**src/rtl/u2l_pkg.sv**
```systemverilog
// Shared types, register indexes and glyph tables for the UTF-8 to LCD code mapper.
package u2l_pkg;

  // Configuration register indexes
  localparam logic REG_MISSING_CODE = 1'b0;
  localparam logic REG_INVALID_CODE = 1'b1;

  // Reset values of the configuration registers
  localparam logic [7:0] MISSING_RESET = 8'h20;
  localparam logic [7:0] INVALID_RESET = 8'hFF;

  // Byte classes
  localparam logic [7:0] ASCII_FIRST   = 8'h20;
  localparam logic [7:0] ASCII_LAST    = 8'h7D;
  localparam logic [7:0] BACKSLASH     = 8'h5C;
  localparam logic [7:0] LEAD2_FIRST   = 8'hC2;
  localparam logic [7:0] LEAD2_LAST    = 8'hDF;
  localparam logic [7:0] LEAD3_FIRST   = 8'hE0;
  localparam logic [7:0] LEAD3_LAST    = 8'hEF;
  localparam logic [7:0] LEAD4_FIRST   = 8'hF0;
  localparam logic [7:0] LEAD4_LAST    = 8'hF4;

  // Table lookup result: hit flag and glyph code
  typedef struct packed {
    logic       hit;
    logic [7:0] code;
  } map_t;

  // One result from the decoder towards the output register
  typedef struct packed {
    logic       valid;
    logic [7:0] code;
    logic       is_end;
  } result_t;

  // Two-byte sequences
  function automatic map_t map_two(input logic [7:0] lead, input logic [7:0] c1);
    map_t m;
    m.hit  = 1'b1;
    m.code = 8'h00;
    case ({lead, c1})
      16'hC2A0: m.code = 8'h20;
      16'hC2A2: m.code = 8'hEC;
      16'hC2A5: m.code = 8'h5C;
      16'hC2B0: m.code = 8'hDF;
      16'hC2B5: m.code = 8'hE4;
      16'hC2B7: m.code = 8'hA5;
      16'hC3A4: m.code = 8'hE1;
      16'hC3B1: m.code = 8'hEE;
      16'hC3B6: m.code = 8'hEF;
      16'hC3B7: m.code = 8'hFD;
      16'hC3BC: m.code = 8'hF5;
      16'hCEA3: m.code = 8'hF6;
      16'hCEA9: m.code = 8'hF4;
      16'hCEB1: m.code = 8'hE0;
      16'hCEB2: m.code = 8'hE2;
      16'hCEB4: m.code = 8'hE5;
      16'hCEB5: m.code = 8'hE3;
      16'hCEB8: m.code = 8'hF2;
      16'hCEBC: m.code = 8'hE4;
      16'hCF80: m.code = 8'hF7;
      16'hCF81: m.code = 8'hE6;
      default:  m.hit  = 1'b0;
    endcase
    return m;
  endfunction

  // Three-byte sequences
  function automatic map_t map_three(input logic [7:0] lead, input logic [7:0] c1,
                                     input logic [7:0] c2);
    map_t m;
    m.hit  = 1'b1;
    m.code = 8'h00;
    case ({lead, c1, c2})
      24'hE282A4: m.code = 8'hED;
      24'hE28690: m.code = 8'h7F;
      24'hE28692: m.code = 8'h7E;
      24'hE28891: m.code = 8'hF6;
      24'hE2889A: m.code = 8'hE8;
      24'hE2889E: m.code = 8'hF3;
      24'hE28C9C: m.code = 8'hA2;
      24'hE28C9F: m.code = 8'hA3;
      24'hE29688: m.code = 8'hFF;
      default:    m.hit  = 1'b0;
    endcase
    return m;
  endfunction

endpackage

```
**src/rtl/utf8_to_lcd_charset_map.sv**
```systemverilog
// Top level of the UTF-8 to LCD character-ROM code mapper.
//
// Usage: UTF-8 text enters one byte per item on the s_ channel (s_tdata).
// Each complete character leaves as one item on the m_ channel: m_tdata
// carries the ROM code and m_tlast marks a string terminator (NUL outside a
// multibyte sequence, code 0). Lead bytes and inner continuation bytes give
// no output item; the last byte of a sequence gives its code.
// Two configuration registers are written through cfg_we/cfg_index/cfg_data:
// index 0 is the code for bytes with no glyph, index 1 the code for unmapped
// multibyte sequences. Write them only while the block is idle.
// The accepted byte lands in the input register, and a decode step then
// writes its result into the result register once that register can take it.
// Throughput: one byte per cycle while the receiver does not stall, set by the
// single decode step between the two registers.
// Reset (rst, synchronous) empties both registers, clears the sequence
// state and restores codes 0x20 and 0xFF. When the receiver stalls the
// result register holds; one more byte is taken into the input register
// and s_tready then falls until the result is taken.
module utf8_to_lcd_charset_map (
  input  logic       clk,
  input  logic       rst,
  input  logic       s_tvalid,
  output logic       s_tready,
  input  logic [7:0] s_tdata,    // [7:0] in_byte
  output logic       m_tvalid,
  input  logic       m_tready,
  output logic [7:0] m_tdata,    // [7:0] char_code
  output logic       m_tlast,    // is_end
  input  logic       cfg_we,
  input  logic       cfg_index,
  input  logic [7:0] cfg_data
);

  logic       s1_valid;
  logic [7:0] s1_byte;
  logic [7:0] missing_code;
  logic [7:0] invalid_code;
  logic       can_take;
  logic       step;
  u2l_pkg::result_t res;

  assign step     = s1_valid && can_take;
  assign s_tready = !s1_valid || can_take;

  // Write configuration registers
  always_ff @(posedge clk) begin
    if (rst) begin
      missing_code <= u2l_pkg::MISSING_RESET;
      invalid_code <= u2l_pkg::INVALID_RESET;
    end else if (cfg_we) begin
      case (cfg_index)
        u2l_pkg::REG_MISSING_CODE: missing_code <= cfg_data;
        u2l_pkg::REG_INVALID_CODE: invalid_code <= cfg_data;
        default: ;
      endcase
    end
  end

  // Input register: take a byte or drop it once decoded
  always_ff @(posedge clk) begin
    if (rst) begin
      s1_valid <= 1'b0;
    end else if (s_tvalid && s_tready) begin
      s1_valid <= 1'b1;
    end else if (step) begin
      s1_valid <= 1'b0;
    end
  end

  always_ff @(posedge clk) begin
    if (s_tvalid && s_tready) begin
      s1_byte <= s_tdata;
    end
  end

  u2l_decode u_decode (
    .clk          (clk),
    .rst          (rst),
    .step         (step),
    .in_byte      (s1_byte),
    .missing_code (missing_code),
    .invalid_code (invalid_code),
    .res          (res)
  );

  u2l_out_reg u_out (
    .clk      (clk),
    .rst      (rst),
    .step     (step),
    .res      (res),
    .can_take (can_take),
    .m_tvalid (m_tvalid),
    .m_tready (m_tready),
    .m_tdata  (m_tdata),
    .m_tlast  (m_tlast)
  );

`ifndef SYNTHESIS
  // A terminator always carries code zero
  a_end_code: assert property (@(posedge clk) disable iff (rst)
    (m_tvalid && m_tlast) |-> (m_tdata == 8'h00))
    else $error("terminator item with non-zero code");

  // A byte waiting on a stalled result register is kept
  a_s1_hold: assert property (@(posedge clk) disable iff (rst)
    (s1_valid && !can_take) |=> (s1_valid && $stable(s1_byte)))
    else $error("input register lost a byte under stall");

  // An empty input register always takes a byte
  a_ready_empty: assert property (@(posedge clk) disable iff (rst)
    !s1_valid |-> s_tready)
    else $error("input register empty but not ready");

  // Reset leaves no result pending
  a_reset_empty: assert property (@(posedge clk)
    rst |=> !m_tvalid)
    else $error("result pending after reset");
`endif

endmodule

```
**src/rtl/u2l_decode.sv**
```systemverilog
// Sequence state and per-byte decode of the UTF-8 stream into glyph codes.
module u2l_decode (
  input  logic                 clk,
  input  logic                 rst,
  input  logic                 step,
  input  logic [7:0]           in_byte,
  input  logic [7:0]           missing_code,
  input  logic [7:0]           invalid_code,
  output u2l_pkg::result_t     res
);

  logic [1:0] bytes_left, bytes_left_next;
  logic [7:0] lead_byte, lead_byte_next;
  logic [7:0] second_byte, second_byte_next;
  logic [1:0] left_dec;
  u2l_pkg::map_t m2, m3;

  assign left_dec = bytes_left - 2'd1;
  assign m2 = u2l_pkg::map_two(lead_byte, in_byte);
  assign m3 = u2l_pkg::map_three(lead_byte, second_byte, in_byte);

  // Decode one byte against the current sequence state
  always_comb begin
    bytes_left_next  = bytes_left;
    lead_byte_next   = lead_byte;
    second_byte_next = second_byte;
    res.valid        = 1'b1;
    res.code         = missing_code;
    res.is_end       = 1'b0;
    if (bytes_left != 2'd0) begin
      if (bytes_left == 2'd2) begin
        second_byte_next = in_byte;
      end
      bytes_left_next = left_dec;
      if (left_dec != 2'd0) begin
        res.valid = 1'b0;
      end else if (lead_byte >= u2l_pkg::LEAD2_FIRST && lead_byte <= u2l_pkg::LEAD2_LAST) begin
        res.code = m2.hit ? m2.code : invalid_code;
      end else if (lead_byte >= u2l_pkg::LEAD3_FIRST && lead_byte <= u2l_pkg::LEAD3_LAST) begin
        res.code = m3.hit ? m3.code : invalid_code;
      end else begin
        res.code = invalid_code;
      end
    end else if (in_byte == 8'h00) begin
      res.code   = 8'h00;
      res.is_end = 1'b1;
    end else if (in_byte < u2l_pkg::ASCII_FIRST) begin
      res.code = missing_code;
    end else if (in_byte <= u2l_pkg::ASCII_LAST) begin
      res.code = (in_byte == u2l_pkg::BACKSLASH) ? missing_code : in_byte;
    end else if (in_byte >= u2l_pkg::LEAD2_FIRST && in_byte <= u2l_pkg::LEAD2_LAST) begin
      lead_byte_next  = in_byte;
      bytes_left_next = 2'd1;
      res.valid       = 1'b0;
    end else if (in_byte >= u2l_pkg::LEAD3_FIRST && in_byte <= u2l_pkg::LEAD3_LAST) begin
      lead_byte_next  = in_byte;
      bytes_left_next = 2'd2;
      res.valid       = 1'b0;
    end else if (in_byte >= u2l_pkg::LEAD4_FIRST && in_byte <= u2l_pkg::LEAD4_LAST) begin
      lead_byte_next  = in_byte;
      bytes_left_next = 2'd3;
      res.valid       = 1'b0;
    end else begin
      res.code = missing_code;
    end
  end

  // Advance the sequence state once per decoded byte
  always_ff @(posedge clk) begin
    if (rst) begin
      bytes_left  <= 2'd0;
      lead_byte   <= 8'h00;
      second_byte <= 8'h00;
    end else if (step) begin
      bytes_left  <= bytes_left_next;
      lead_byte   <= lead_byte_next;
      second_byte <= second_byte_next;
    end
  end

endmodule

```
**src/rtl/u2l_out_reg.sv**
```systemverilog
// Result register on the master side of the stream.
module u2l_out_reg (
  input  logic                 clk,
  input  logic                 rst,
  input  logic                 step,
  input  u2l_pkg::result_t     res,
  output logic                 can_take,
  output logic                 m_tvalid,
  input  logic                 m_tready,
  output logic [7:0]           m_tdata,   // [7:0] char_code
  output logic                 m_tlast    // is_end
);

  logic       out_valid;
  logic [7:0] out_code;
  logic       out_end;

  assign can_take = !out_valid || m_tready;

  // Load a new result or drop the one just taken
  always_ff @(posedge clk) begin
    if (rst) begin
      out_valid <= 1'b0;
    end else if (step && res.valid) begin
      out_valid <= 1'b1;
    end else if (m_tready) begin
      out_valid <= 1'b0;
    end
  end

  // Hold the payload until it is taken
  always_ff @(posedge clk) begin
    if (step && res.valid) begin
      out_code <= res.code;
      out_end  <= res.is_end;
    end
  end

  assign m_tvalid = out_valid;
  assign m_tdata  = out_code;
  assign m_tlast  = out_end;

endmodule

```
**config.mk**
```make
export PLATFORM = sky130hd
export DESIGN_NAME = utf8_to_lcd_charset_map
export DESIGN_NICKNAME = d
export VERILOG_FILES = /design/src/rtl/u2l_pkg.sv /design/src/rtl/utf8_to_lcd_charset_map.sv /design/src/rtl/u2l_decode.sv /design/src/rtl/u2l_out_reg.sv
export SDC_FILE = /design/constraint.sdc
export NUM_CORES = 1
export LEC_CHECK = 0
export BUFFER_PORTS_ARGS = -buffer_cell sky130_fd_sc_hd__buf_2
export CAP_MARGIN = 20
export CORE_MARGIN = 3
export CORE_UTILIZATION = 45
export DETAILED_ROUTE_END_ITERATION = 16
export GPL_TIMING_DRIVEN = 0
export PLACE_DENSITY_LB_ADDON = 0.15
export RECOVER_POWER = 50
export SETUP_SLACK_MARGIN = 0.02
export SLEW_MARGIN = 20
export SYNTH_ARGS = -nofsm -noshare
export SYNTH_HDL_FRONTEND = slang
export SYNTH_SLANG_ARGS = --single-unit
```
**constraint.sdc**
```tcl
create_clock -name clk -period 2.7 [get_ports clk]
set_input_delay 0.81 -clock clk [delete_from_list [all_inputs] [get_ports clk]]
set_output_delay 0.81 -clock clk [all_outputs]
set_load 0.05 [all_outputs]
```
**Yosys cells after proc, flatten, opt, wreduce, memory -nomap -nowiden**

Cells that the tools add are included.

- Flip-flop bits (word level): 53
- Bits of input ports: 22
- Logic and storage cells: 126

- Magnitude comparators: 12
- Add/sub/neg operators: 1
- Reduce and logical (&&, ||, !) cells: 27
- Eq/ne operators: 35
- Bitwise operators: 5
- Mux-type cells: 36

Operators by type and width:

| kind | number |
|---|---|
| equality test 16 bit, second input constant | 21 |
| equality test 24 bit, second input constant | 9 |
| case mux 8 bit (20 select lines) | 1 |
| two-way mux 8 bit | 12 |
| case mux 8 bit (9 select lines) | 1 |
| >= comparator 8 bit, second input constant | 5 |
| <= comparator 8 bit, second input constant | 5 |
| OR reduction 21 bit | 1 |
| two-way mux 1 bit | 14 |
| two-way mux 2 bit | 7 |
| two-way mux 9 bit | 1 |
| OR reduction 9 bit | 1 |
| equality test 8 x 7 -> 1 bit, second input constant | 1 |
| <= comparator 8 x 7 -> 1 bit, second input constant | 1 |
| logical AND 1 bit | 8 |
| logical NOT 8 bit | 1 |
| less-than comparator 8 x 6 -> 1 bit, second input constant | 1 |
| nonzero test 2 bit | 4 |
| != test 2 x 1 -> 1 bit, second input constant | 3 |
| AND reduction 6 bit | 1 |
| NOT 1 bit | 5 |
| AND reduction 5 bit | 1 |
| AND reduction 2 bit | 2 |
| nonzero test 4 bit | 1 |
| 7 further kinds | 9 |

**Longest topological paths before layout**

Gate-level depths: netlist (run 1).

- Depth after elaboration: 11
- Depth in mapped cells: 10

**Hierarchy**

Synthesis (run 1) repeated with hierarchy kept, for this count alone.

- Cell total of the unflattened synthesis: 387
- Area total of the unflattened synthesis: 3,289.4 um2

By module, submodules not included:

| module | instances | cells each | area each (um2) |
|---|---|---|---|
| u2l_decode | 1 | 296 | 2,009.4 |
| utf8_to_lcd_charset_map | 1 | 77 | 959.7 |
| u2l_out_reg | 1 | 14 | 320.3 |

**Least setup slack after synthesis (run 1)**

OpenSTA, ideal clock, no wires.

- Kind: register to register
- From: register s1_byte[1]
- To: register u_out.out_code[0], in the netlist u_out.m_tdata[0], enable pin
- Arrival: 2.099 ns
- Period minus slack after synthesis: 2.488 ns
- Buffers on the path: 1
- Cell stages (with the launch flop): 7
- Library setup time: 0.389 ns
- Slack: 0.212 ns
- Cells stage by stage: edfxtp_1 -> buf_2 -> or3_1 -> nor3_1 -> a211o_1 -> nor2_1 -> nor3_1

- Cells in the longest elaborated chain, start to end: 10
- Elaborated cells between the ends (all ways): 20

RTL lines:

| what | RTL line | RTL |
|---|---|---|
| start: declaration | utf8_to_lcd_charset_map.sv:35 | `logic [7:0] s1_byte;` |
| start signal: assignment | utf8_to_lcd_charset_map.sv:72 | `s1_byte <= s_tdata;` |
| >= comparator 8 bit / <= comparator 8 bit (equally long branches) | u2l_decode.sv:59 | `end else if (in_byte >= u2l_pkg::LEAD4_FIRST && in_byte <= u2l_pkg::LEAD4_LAST) begin` |
| logical AND 1 bit | u2l_decode.sv:59 |  |
| two-way mux 1 bit | u2l_decode.sv:59 |  |
| two-way mux 1 bit | u2l_decode.sv:55 | `end else if (in_byte >= u2l_pkg::LEAD3_FIRST && in_byte <= u2l_pkg::LEAD3_LAST) begin` |
| two-way mux 1 bit | u2l_decode.sv:51 | `end else if (in_byte >= u2l_pkg::LEAD2_FIRST && in_byte <= u2l_pkg::LEAD2_LAST) begin` |
| two-way mux 1 bit | u2l_decode.sv:49 | `end else if (in_byte <= u2l_pkg::ASCII_LAST) begin` |
| two-way mux 1 bit | u2l_decode.sv:47 | `end else if (in_byte < u2l_pkg::ASCII_FIRST) begin` |
| two-way mux 1 bit (*) | u2l_decode.sv:44 | `end else if (in_byte == 8'h00) begin` |
| two-way mux 9 bit (*) | u2l_decode.sv:30 | `if (bytes_left != 2'd0) begin` |
| logical AND 1 bit (*) | u2l_out_reg.sv:33 | `if (step && res.valid) begin` |
| end signal: assignment | u2l_out_reg.sv:34 | `out_code <= res.code;` |
| end: declaration | u2l_out_reg.sv:15 | `logic [7:0] out_code;` |

Mark *: on every way between the ends. The rest lies on a longest branch, timed or not.
A chain may end at the register's enable or synchronous reset.

==> results by group, run 1 <==
Worst setup path
  • Crit start category: register
  • Setup Crit Path Kind: reg -> reg
  • Critical Path Sink Type: register
  • CP Data Required Time: 2.85 ns
  • Crit-path slowest cell: or3_1
  • R2R setup slack: 0.06 ns
  • Crit path max fanout: 10
  • RR Startpoint: s1_byte[1]$_DFFE_PP_
  • R2r endpoint: u_out.m_tdata[2]$_DFFE_PP_
  • Cell Chain, Critical Path: buf_2 > or3_1 > nand2_1 > o32ai_2 > a2111o_1 > nor3_4 > mux2_1 > o21ai_1
  • Reg2Reg Depth: 8
  • Worst path arrival time: 2.79 ns
  • CP peak stage delay: 0.46 ns

Clock network
  • CTS Hold Bufs: 0
  • Cts bufs inserted: 5
  • Clock Pin Slew Worst Setup and Hold Paths: 0.12 ns
  • Clk root buf: clkbuf_8
  • Clock buffer depth: 2
  • Skew-Pair Late Insertion Delay: 0.32 ns
  • Clk sink count: 53
  • CTS tree: done
  • Max H-tree Level: 2

Timing
  • Highest clock rate: 379 MHz
  • Final setup viols: 0
  • Endpoints failing hold: 0
  • Setup TNS: 0 ns
  • Fin. max-slew vios: 0
  • Worst Slack Setup Final: 0.0591 ns
  • Crit path time final: 2.64 ns
  • Hold_ws: 0.469 ns
  • Worst slew pin tran: 0.782 ns
  • RSZ-0062 raised after global routing: yes
  • Tcrit/Tclk final: 97.8%
  • Skew final: 0.0155 ns
  • Max-Slew Margin vs Limit: 47.4%

Layout
  • Util after Layout: 54.7%
  • N_diodes: 0
  • Final nets: 492
  • Share of cells above drive strength 1: 19.5%
  • Area grow syn2layout: 16.0%

Placement
  • # port buffers: 31
  • Final HPWL DP: 8330 microns
  • Pre-CTS setup slack: -0.285 ns
  • GP Congestion: 0.924

Global route
  • GRT Total Usage: 25.5%
  • Initial antenna violation count: 0
  • First-pass GRT wire length: 17,300 microns
  • GR Overflow Total: 0
  • Largest net degree at the start of global routing: 19
  • Number of global-route vias before repair: 3,167

Die
  • Core area: 0.00733 sq mm
  • Starting density of the core: 47.1%
  • Die width: 93.6 microns
  • Total I/O pin count: 33
  • Rows: 31
  • Die Y: 93.6 microns
  • Die footprint: 0.00876 sq mm

Run status
  • Status: complete, no violations

Detailed routing
  • Drt wl/cell: 19.7 microns
  • Post-Route WL: 11,200 microns
  • Drt first pass iters: 6
  • DRC viols: 0
  • Vias: 3,575
  • Iter 0 DRT Violations: 352
  • Post-DRT Antenna Nets: 0
  • Vias per inst: 6.27

Power and ir drop
  • Max IR drop VDD: 0.000234 V
  • Pwr/cell area: 417 mW/mm^2
  • Static leakage: 1.52 nW

Synth
  • Net Count, Synth: 446
  • Synth Cell Area: 0.00345 sq mm
  • Ys Warns: 0
  • Top_reg_cell synth: dfxtp_1
  • Seq/Total Area, Yosys: 35.7%
  • Top post-synthesis cells by area: dfxtp_1, edfxtp_1, nand2_1, a21oi_1, nor2_1
  • Async S/R FF share, synth: 0%
  • Syn Inst Count: 424
  • Mean Syn Cell Area: 8.14 sq um
  • EDFF count, synth: 17
  • Cell taking the most area after synthesis: dfxtp_1
  • Synth cell types: 68
  • Synth Register Bits: 53
  • Top cell type's share of synthesized area: 20.9%

Job
  • Max-Cap Viols: 0

Hold path
  • Min-delay worst type: reg -> reg
  • Hold Crit Depth: 2
  • Hold EP: missing_code[7]$_SDFFE_PP0P_
  • Min-delay src: missing_code[7]$_SDFFE_PP0P_
per-layer routing:
layer	global-route usage [%]	vias to the layer above	wire length, microns	part of all wire (%)
met4	5.78	0	151	1.3
met5	0	-	0	0
met2	39.5	187	5040	45
met3	4.02	16	1020	9.1
met1	37.2	1707	5020	45
li1	-	1665	-	-
registers in the layout, indices dropped and copies added (netlist names):
signal,flops
invalid_code,8
missing_code,8
s1_byte,8
s1_valid,1
u_decode.bytes_left,2
u_decode.lead_byte,8
u_decode.second_byte,8
u_out.m_tdata,8
u_out.m_tlast,1
u_out.m_tvalid,1
worst max-delay path: cells and delay by family, from the launching register on:
kind	cells	cell delay [ns]
DFF	1	0.37
AOI/OAI and AO/OA	3	0.74
muxes	1	0.36
and+or+nand+nor	3	0.79
buffers and inverters	1	0.19
kinds of logic after synthesis:
kind of cell           after synthesis  share of synthesized area (%)
buffers and inverters               40                           5.29
multiplexers                         6                           1.81
AO/OA/AOI/OAI                       94                           18.8
AND/OR/NAND/NOR                    229                           38.0
XOR/XNOR                             2                          0.507
flip-flops                          53                           35.7
stage by stage:
step	cells	instance area, sq um	power (mW)
6_report	570	4010	1.67
2_1_floorplan	424	3450	1.08
4_1_cts	565	3920	1.66
3_5_place_dp	555	3740	1.17
5_1_grt	570	4010	1.73
3_3_place_gp	554	3730	1.17
cells in the mapped netlist, types with 5 or more instances:
master,number
nand2_1,49
dfxtp_1,36
nor4_1,6
inv_1,7
a22oi_1,6
a211oi_1,5
a21oi_1,35
nand3_1,25
and2_1,6
a211o_1,9
nand4_1,9
nor2_1,37
and3_1,18
clkbuf_1,17
edfxtp_1,17
buf_2,14
nor4b_1,5
nand2b_1,9
nand3b_1,7
nor2b_1,7
nor3b_1,5
nor3_1,15
power by group:
group,internal (mW),switching (mW),total [mW]
Clock,0.190,0.308,0.498
Sequential,0.859,0.0212,0.881
Combinational,0.0974,0.197,0.294
Total,1.15,0.526,1.67
area by class of cell:
type	instances	area (sq um)
Inverter	7	26.3
Sequential cell	53	1230
Timing Repair Buffer	40	211
Buffer	32	164
Clock inverter	3	26.3
Multi-Input combinational cell	331	2150
Fill cell	721	3320
Tap cell	99	124
Clock buffer	5	68.8
how the worst max path moves through the flow:
stage | from | end | slack, ns | depth (start not counted)
4_1_cts | u_decode.lead_byte[5]$_SDFFE_PP0P_ | u_out.m_tdata[6]$_DFFE_PP_ | 0.008 | 8
5_1_grt | s1_byte[1]$_DFFE_PP_ | u_out.m_tdata[2]$_DFFE_PP_ | -0.009 | 8
3_5_place_dp | s1_byte[4]$_DFFE_PP_ | u_out.m_tdata[6]$_DFFE_PP_ | -0.28 | 8
2_1_floorplan | s1_byte[1]$_DFFE_PP_ | u_out.m_tdata[0]$_DFFE_PP_ | 0.21 | 6
6_report | s1_byte[1]$_DFFE_PP_ | u_out.m_tdata[2]$_DFFE_PP_ | 0.06 | 8
3_3_place_gp | s1_byte[1]$_DFFE_PP_ | u_out.m_tdata[3]$_DFFE_PP_ | -0.48 | 6
cell usage in the layout (no fill, tap or decap), drive strengths merged, types with 9 or more instances in the layout:
cell type,n
nor3,17
clkbuf,32
nand3,25
a21oi,35
edfxtp,17
and3,18
nand2,49
nand4,10
nand2b,9
nor2,37
dfxtp,36
buf,45
a211o,9
timing repair:
| action | in CTS | in global routing |
|---|---|---|
| buffers inserted | 3 | 5 |
| resized for setup | 15 | 16 |
| pin swaps | 2 | 3 |
| setup endpoints to repair | 5 | 8 |
| hold endpoints to repair | 0 | 0 |
Power figures use the tool's default switching activity.
==> inputs of run 2 (changes only) <==
--- a/config.mk
+++ b/config.mk
@@ -8,11 +8,10 @@
 export BUFFER_PORTS_ARGS = -buffer_cell sky130_fd_sc_hd__buf_2
 export CAP_MARGIN = 20
 export CORE_MARGIN = 3
-export CORE_UTILIZATION = 45
+export CORE_UTILIZATION = 29
 export DETAILED_ROUTE_END_ITERATION = 16
 export GPL_TIMING_DRIVEN = 0
 export PLACE_DENSITY_LB_ADDON = 0.15
-export RECOVER_POWER = 50
 export SETUP_SLACK_MARGIN = 0.02
 export SLEW_MARGIN = 20
 export SYNTH_ARGS = -nofsm -noshare
==> results by group, run 2 (synthesized netlist as in run 1, its figures left out) <==
Die
  • Core area: 0.0115 sq mm (+57%)
  • Total I/O pin count: 33 (unchanged)
  • Die width: 115 microns (+23%)
  • Starting density of the core: 30.0% (-17 points)
  • Die Y: 115 microns (+23%)
  • Rows: 39 (+26%)
  • Die footprint: 0.0133 sq mm (+51%)

Run status
  • Status: complete, but fails checks
  • Violated checks: negative setup slack

Global route
  • First-pass GRT wire length: 17,800 microns (+3.0%)
  • GR Overflow Total: 0 (unchanged)
  • Initial antenna violation count: 0 (unchanged)
  • Number of global-route vias before repair: 3,316 (+4.7%)
  • Largest net degree at the start of global routing: 18 (-1)
  • GRT Total Usage: 17.1% (-8.4 points)

Worst setup path
  • Reg2Reg Depth: 9 (+1)
  • RR Startpoint: u_decode.lead_byte[5]$_SDFFE_PP0P_
  • Family with the most delay on the worst path: simple AND/OR/NAND/NOR gates
  • Crit path max fanout: 9 (-1)
  • CP Data Required Time: 2.73 ns (-0.12 ns)
  • Worst path arrival time: 2.76 ns (-0.03 ns)
  • R2r endpoint: u_out.m_tdata[6]$_DFFE_PP_
  • R2R setup slack: -0.04 ns (-0.09 ns)
  • CP peak stage delay: 0.43 ns (-0.03 ns)
  • Critical Path Sink Type: register
  • Sum of buffers and inverters on the critical path: 2 (+1)
  • Cell Chain, Critical Path: buf_2 > or3b_4 > nor4_4 > buf_4 > and4b_1 > a2111o_1 > nor3_4 > a2111oi_2 > o22ai_1
  • Crit start category: register
  • Setup Crit Path Kind: reg -> reg
  • Crit-path slowest cell: or3b_4

Clock network
  • CTS tree: done
  • Skew-Pair Late Insertion Delay: 0.30 ns (-0.02 ns)
  • Clk sink count: 53 (unchanged)
  • Cts bufs inserted: 5 (unchanged)
  • Clock Pin Slew Worst Setup and Hold Paths: 0.07 ns (-0.05 ns)
  • Max H-tree Level: 2 (unchanged)
  • Clock buffer depth: 2 (unchanged)
  • Clk root buf: clkbuf_16
  • CTS Hold Bufs: 0 (unchanged)

Hold path
  • Hold EP: missing_code[3]$_SDFFE_PP0P_
  • Hold Crit Depth: 2 (unchanged)
  • Min-delay worst type: reg -> reg
  • Min-delay src: missing_code[3]$_SDFFE_PP0P_

Detailed routing
  • Iter 0 DRT Violations: 290 (-18%)
  • Drt wl/cell: 18.1 microns (-8.3%)
  • Post-Route WL: 11,100 microns (-1.5%)
  • DRC viols: 0 (unchanged)
  • Vias: 3,456 (-3.3%)
  • Drt first pass iters: 5 (-1)
  • Vias per inst: 5.65 (-10%)
  • Post-DRT Antenna Nets: 0 (unchanged)

Timing
  • Fin. max-slew vios: 0 (unchanged)
  • Setup TNS: -0.0354 ns (-0.0354 ns)
  • Worst Slack Setup Final: -0.0354 ns (-0.0945 ns)
  • Highest clock rate: 366 MHz (-3.5%)
  • Crit path time final: 2.74 ns (+0.0945 ns)
  • Endpoints failing hold: 0 (unchanged)
  • Worst slew pin tran: 0.774 ns (-0.00866 ns)
  • Max-Slew Margin vs Limit: 48.0% (+0.58 points)
  • Skew final: 0.00341 ns (-0.0121 ns)
  • Final setup viols: 1 (+1)
  • Hold_ws: 0.460 ns (-0.00912 ns)
  • Tcrit/Tclk final: 101% (+3.5 points)
  • RSZ-0062 raised after global routing: yes

Job
  • Max-Cap Viols: 0 (unchanged)

Power and ir drop
  • Max IR drop VDD: 0.000225 V (-3.8%)
  • Pwr/cell area: 471 mW/mm^2 (+13%)
  • Power consumption: 1.93 mW (+15%)
  • Static leakage: 1.56 nW (+3.2%)

Layout
  • Share of cells above drive strength 1: 20.3% (+0.72 points)
  • Commonest non-fill, non-tap cell in the layout: nand2_1
  • Design Area, Final: 0.00410 sq mm (+2.2%)
  • N_diodes: 0 (unchanged)
  • Commonest cells after routing, fill and taps aside: nand2_1, buf_2, nor2_1
  • Area grow syn2layout: 18.6%
  • Final nets: 490 (-0.41%)

Placement
  • GP Congestion: 0.884 (-4.3%)
  • Final HPWL DP: 8450 microns (+1.5%)
  • Placed cell area: 0.00380 sq mm (+1.5%)
  • Pre-CTS setup slack: -0.514 ns (-0.229 ns)
  • # port buffers: 31 (unchanged)
[run 2: stage by stage]
stage / instances / utilization (%)
finish: 612 / 35.6
global route: 612 / 35.6
CTS: 610 / 35.3
detailed placement: 599 / 33.0
global placement: 598 / 32.9
floorplan: 424 / -
[run 2: worst max-delay path by stage]
stage,startpoint,endpoint,slack (ns),cells after the start
floorplan,s1_byte[1]$_DFFE_PP_,u_out.m_tdata[0]$_DFFE_PP_,0.21,6
global placement,s1_byte[1]$_DFFE_PP_,u_out.m_tdata[6]$_DFFE_PP_,-0.67,6
detailed placement,s1_byte[4]$_DFFE_PP_,u_out.m_tdata[6]$_DFFE_PP_,-0.51,8
CTS,u_decode.lead_byte[5]$_SDFFE_PP0P_,u_out.m_tdata[6]$_DFFE_PP_,0.005,8
global route,u_decode.lead_byte[5]$_SDFFE_PP0P_,u_out.m_tdata[6]$_DFFE_PP_,-0.11,9
finish,u_decode.lead_byte[5]$_SDFFE_PP0P_,u_out.m_tdata[6]$_DFFE_PP_,-0.04,9
[run 2: power breakdown]
part	switching [mW]	total [mW]	leakage [nW]	internal, mW
registers	0.0224	0.882	0.458	0.859
logic	0.190	0.289	1.02	0.0982
clock network	0.317	0.757	0.0842	0.440
total	0.530	1.93	1.56	1.40
[run 2: per-layer routing]
metal / wire, microns / global-route usage, %
met5: 0 / 0
met4: 130 / 3.83
met3: 759 / 2.58
met2: 5280 / 28.5
met1: 4890 / 23.4
[run 2: final cells by class]
class,instances,area [sq um]
buffer,32,158
inverter,7,26.3
tap,143,179
fill,1226,7420
clock inverter,3,43.8
timing repair buffer,38,208
clock buffer,5,125
multi-input combinational,331,2120
sequential,53,1230
[run 2: repair_timing]
item	in CTS	in global routing
setup buffers	4	2
pin swaps	1	1
endpoints found under the setup margin	5	7
gates resized for setup	16	7
[run 2: worst min-delay path: stages, from the launching register on]
cell	delay (ns)
dfxtp_1	0.32
nand2_1	0.05
a21oi_1	0.05
